**config.mk**
```make
export PLATFORM = sky130hd
export DESIGN_NAME = sbit_ratio
export DESIGN_NICKNAME = d
export VERILOG_FILES = /design/src/rtl/sbit_pkg.sv /design/src/rtl/sbit_ratio.sv
export SDC_FILE = /design/constraint.sdc
export NUM_CORES = 1
export LEC_CHECK = 0
export ABC_CLOCK_PERIOD_IN_PS = 3550
export BUFFER_PORTS_ARGS = -buffer_cell sky130_fd_sc_hd__buf_2
export CORE_AREA = 10 10 176 178
export DETAILED_ROUTE_END_ITERATION = 10
export DIE_AREA = 0 0 186 188
export GPL_TIMING_DRIVEN = 1
export PLACE_DENSITY = 0.7
export REMOVE_ABC_BUFFERS = 1
export SYNTH_ARGS = -nofsm -noshare
export SYNTH_HDL_FRONTEND = slang
export SYNTH_SLANG_ARGS = --single-unit
```
**constraint.sdc**
```tcl
create_clock -name clk -period 3.55 [get_ports clk]
set_clock_uncertainty 0.2 [all_clocks]
set_input_delay 0.71 -clock clk [delete_from_list [all_inputs] [get_ports clk]]
set_output_delay 0.71 -clock clk [all_outputs]
set_load 0.01 [all_outputs]
```
**src/rtl/sbit_pkg.sv**
```systemverilog
package sbit_pkg;

  // Configuration register indexes.
  typedef logic [1:0] reg_index_t;
  localparam reg_index_t REG_BOX_X_LOW  = 2'd0;
  localparam reg_index_t REG_BOX_X_HIGH = 2'd1;
  localparam reg_index_t REG_BOX_Y_LOW  = 2'd2;
  localparam reg_index_t REG_BOX_Y_HIGH = 2'd3;

  // Box edges, in the order they are tested.
  localparam int NUM_EDGES = 4;
  typedef logic [1:0] edge_t;
  localparam edge_t EDGE_BOTTOM = 2'd0;
  localparam edge_t EDGE_RIGHT  = 2'd1;
  localparam edge_t EDGE_LEFT   = 2'd2;
  localparam edge_t EDGE_TOP    = 2'd3;

  // Per-item verdicts handed from the ratio stage to the output stage.
  typedef struct packed {
    logic                 in_box;
    logic [NUM_EDGES-1:0] s_ok;
    logic [NUM_EDGES-1:0] t_ok;
  } flags_t;

endpackage

```
**src/rtl/sbit_ratio.sv**
```systemverilog
module sbit_ratio #(
  parameter int COORD_WIDTH = 24
) (
  input  logic                              clk,
  input  logic                              en,
  input  logic signed [2*COORD_WIDTH+2:0]   den_h,
  input  logic signed [2*COORD_WIDTH+2:0]   den_v,
  input  logic signed [2*COORD_WIDTH+2:0]   sn_bl,
  input  logic signed [2*COORD_WIDTH+2:0]   sn_r,
  input  logic signed [2*COORD_WIDTH+2:0]   sn_t,
  input  logic signed [2*COORD_WIDTH+2:0]   tn_b,
  input  logic signed [2*COORD_WIDTH+2:0]   tn_r,
  input  logic signed [2*COORD_WIDTH+2:0]   tn_l,
  input  logic signed [2*COORD_WIDTH+2:0]   tn_t,
  input  logic                              inside_in,
  output sbit_pkg::flags_t                  flags
);

  import sbit_pkg::*;

  localparam int SW = 2 * COORD_WIDTH + 3;

  flags_t flags_next;

  // True when den is nonzero and num/den lies in [0,1]. For a negative
  // denominator the bounds flip instead of negating both values.
  function automatic logic in_unit(input logic signed [SW-1:0] num,
                                   input logic signed [SW-1:0] den);
    logic den_zero;
    logic den_neg;
    den_zero = (den == '0);
    den_neg  = den[SW-1];
    if (den_zero) begin
      in_unit = 1'b0;
    end else if (den_neg) begin
      in_unit = (num <= 0) && (num >= den);
    end else begin
      in_unit = (num >= 0) && (num <= den);
    end
  endfunction

  // Range check of every numerator against its edge's denominator.
  always_comb begin
    flags_next.in_box             = inside_in;
    flags_next.s_ok[EDGE_BOTTOM]  = in_unit(sn_bl, den_h);
    flags_next.t_ok[EDGE_BOTTOM]  = in_unit(tn_b, den_h);
    flags_next.s_ok[EDGE_RIGHT]   = in_unit(sn_r, den_v);
    flags_next.t_ok[EDGE_RIGHT]   = in_unit(tn_r, den_v);
    flags_next.s_ok[EDGE_LEFT]    = in_unit(sn_bl, den_v);
    flags_next.t_ok[EDGE_LEFT]    = in_unit(tn_l, den_v);
    flags_next.s_ok[EDGE_TOP]     = in_unit(sn_t, den_h);
    flags_next.t_ok[EDGE_TOP]     = in_unit(tn_t, den_h);
  end

  always_ff @(posedge clk) begin
    if (en) begin
      flags <= flags_next;
    end
  end

endmodule

```
==> run_results.csv <==
group,metric,value,unit
setup_path,critical_path_arrival,3120,ps
timing,hold_viol,0,
floorplanning,die_y,188,um
placement,dpl.hpwl,52000,um
setup_path,critPathMaxFanout,4,
final_layout,top_register,"flags",
pwr,ir_worst_vdd,120,uV
detailed_routing,drt_pass1_iterations,5,
placement,globalplace.congestion,1.05,
yosys,syn_area_per_cell,7.77,um^2
timing,maxSlewHeadroom,43.8,%
final_layout,drive_above_1_share,27.4,%
floorplanning,fp.dieW,186,um
floorplanning,fp.coreArea,27500,um^2
cts,h-tree-depth,1,
yosys,yosys_warnings,0,
cts,path_clk_slew,40,ps
floorplanning,row_count,61,
hold_path,hold_class,"input pin to register",
setup_path,path_buf_inv,3,
global_routing,grt_antenna_before_repair,9,
cts,cts_max_path_buffers,2,
global_routing,grt_pass1_vias,14100,
detailed_routing,antenna_left,0,
final_layout,largestRegisters,"flags x9",
cts,cts_buffers,3,
global_routing,grt_max_degree,10,
setup_path,slowest_delay,460,ps
detailed_routing,drt_iter0_drc,1093,
yosys,synth-seq-area-share,2.48,%
pwr,p_total,0.00203,W
global_routing,grt_pass1_wl,82300,um
timing,setup_viol_count_final,0,
setup_path,crit_family,"simple AND/OR/NAND/NOR gates",
yosys,synth_ff_type,"edfxtp_1",
floorplanning,initial_core_util,39.6,%
yosys,syn_inst,1402,
final_layout,synthToLayoutAreaGrowth,28.9,%
timing,worst_pin_slew,836,ps
timing,slew_viol_final,0,
yosys,ys_ff_latch,9,
final_layout,multi_input_area,10200,um^2
final_layout,fill_cells,2800,
final_layout,largest_reg_flops,9,
detailed_routing,routed_wl,56400,um
detailed_routing,wl_per_cell,24.9,um
global_routing,grt_usage,30.3,%
timing,rsz0062_at_grt,"false",
final_layout,fin_util,51.1,%
cts,cts_hold_buf,0,
yosys,ys_async_sr_fraction,0,%
setup_path,crit_slowest_cell,"or4_1",
final_layout,nets,2781,
setup_path,required,3350,ps
global_routing,grt-ovfl-total,0,
outcome,outcome,"finished, final reports clean",
final_layout,ff_latch_area,270,um^2
placement,port_buffers,470,
job,cap_violations,0,
cts,cts_sinks,9,
yosys,synth_enable_flop_cells,9,
detailed_routing,vias_per_cell,6.07,
floorplanning,ios,471,
yosys,yosysUniqueCellTypes,58,
detailed_routing,drc,0,
timing,fmax,302,MHz
pwr,leakagePower,7.46,nW
pwr,power.density,145,nW/um^2
setup_path,startpoint_type,"input pin",
timing,post-route-period-util,93.4,%
detailed_routing,vias,13800,
cts,cts_tree,"built",
yosys,synthesis.area,10900,um^2
floorplanning,die_area,35000,um^2
setup_path,end_kind,"register",
setup_path,critPathKind,"input pin to register",
cts,ctsRootBufferMaster,"clkbuf_16",
timing,fin_crit,3320,ps
setup_path,worstPathCellList,"buf_2 > inv_1 > ha_1 > nand3_1 > nor3_1 > buf_4 > nand4_1 > or4_1 > o211ai_1 > nor2_1 > mux2_2 > o211a_1",
## logic make-up (layout without fill, tap and decap cells)
family / Yosys count / count (layout) / share of synthesized area, %
and+or+nand+nor: 503 / 503 / 25.6
adders and majority gates: 408 / 408 / 46.9
muxes: 6 / 6 / 0.563
DFF: 9 / 9 / 2.48
AOI/OAI and AO/OA: 356 / 356 / 20.1
other: 0 / 10 / 0
xor gates and xnor gates: 5 / 5 / 0.402
buffers and inverters: 115 / 623 / 3.96
## where the power goes
group	internal, W	switching (W)
logic	0.000709	0.000965
clock network	0.000150	0.0000673
registers	0.000133	0.00000545
total	0.000992	0.00104
## path summary, 6_finish.rpt
path | from | to | slack (ps) | cells after the start
max | den_h[40] | flags[7] | 230 | 12
min | inside_in | flags[8] | 430 | 1
## layer usage
metal / GRT usage, % / part of all wire (%) / vias to the layer above
li1: - / - / 6611
met1: 39.0 / 43 / 6405
met3: 5.51 / 8.4 / 101
met4: 9.49 / 2.9 / 2
met2: 49.8 / 46 / 637
met5: 0 / 0.035 / -
## Yosys cell counts (2+ instances only)
cell	count	area share (%)
a21o_1	42	2.9
nor3_1	22	1.0
nor2_1	59	2.0
inv_1	115	4.0
o22a_2	2	0.18
nor4bb_1	4	0.37
xnor2_1	2	0.16
a21oi_1	149	6.8
a221oi_1	9	0.72
nor4_1	119	6.8
a211oi_1	15	1.0
nor4_2	3	0.34
nor2b_1	18	1.0
and4_1	24	1.9
a31oi_1	2	0.11
o2111ai_1	2	0.16
edfxtp_1	9	2.5
o31ai_1	6	0.41
or4_1	4	0.28
a2111oi_0	3	0.24
mux2i_1	5	0.46
a22oi_1	2	0.14
ha_1	408	47
o211a_1	2	0.18
xor2_1	3	0.24
nand2_1	102	3.5
nand4_1	80	4.6
o21ai_0	72	3.3
and3_1	4	0.23
nand4b_1	2	0.16
nand2b_1	8	0.46
nor3b_1	3	0.21
nand3_1	42	1.9
nand3b_1	2	0.14
o21a_1	16	1.1
o22ai_1	4	0.23
o41ai_1	3	0.24
and4bb_2	2	0.23
or2_2	2	0.11
o211ai_1	13	0.90
## cell type report
| class | instances | share of cell area, % |
|---|---|---|
| multi-input cells | 1278 | 72.6 |
| inverters | 115 | 3.07 |
| well taps | 346 | 3.08 |
| repair buffers | 504 | 18.6 |
| flip-flops and latches | 9 | 1.92 |
| clock inverters | 1 | 0.0356 |
| clock buffers | 3 | 0.534 |
| diodes | 10 | 0.178 |
## cells in the final DEF, fill, tap and decap left out, types with 16 or more instances in the layout
cell type	n
buf_2	470
ha_1	408
a21oi_1	149
nor4_1	118
inv_1	115
nand2_1	102
nand4_1	80
o21ai_0	72
nor2_1	59
nand3_1	42
a21o_1	42
buf_4	34
and4_1	24
nor3_1	22
nor2b_1	18
o21a_1	16
## metrics by stage
stage | setup TNS (ps) | hold slack, ps | area, um^2 | std cells | setup slack (ps)
after floorplan | 0 | 609 | 10900 | 1402 | 537
after global placement | 0 | 689 | 13900 | 2252 | 2.33
after detailed placement | -2.47 | 689 | 13900 | 2252 | -2.47
after CTS | 0 | 431 | 14000 | 2256 | 235
after global routing | 0 | 434 | 14000 | 2261 | 49.6
final | 0 | 435 | 14000 | 2266 | 235
## repair_timing
action | CTS | global route
endpoints found under the setup margin | 0 | 1
resized for setup | 0 | 1
setup buffers | 0 | 0
(Power assumes the default switching activity.)
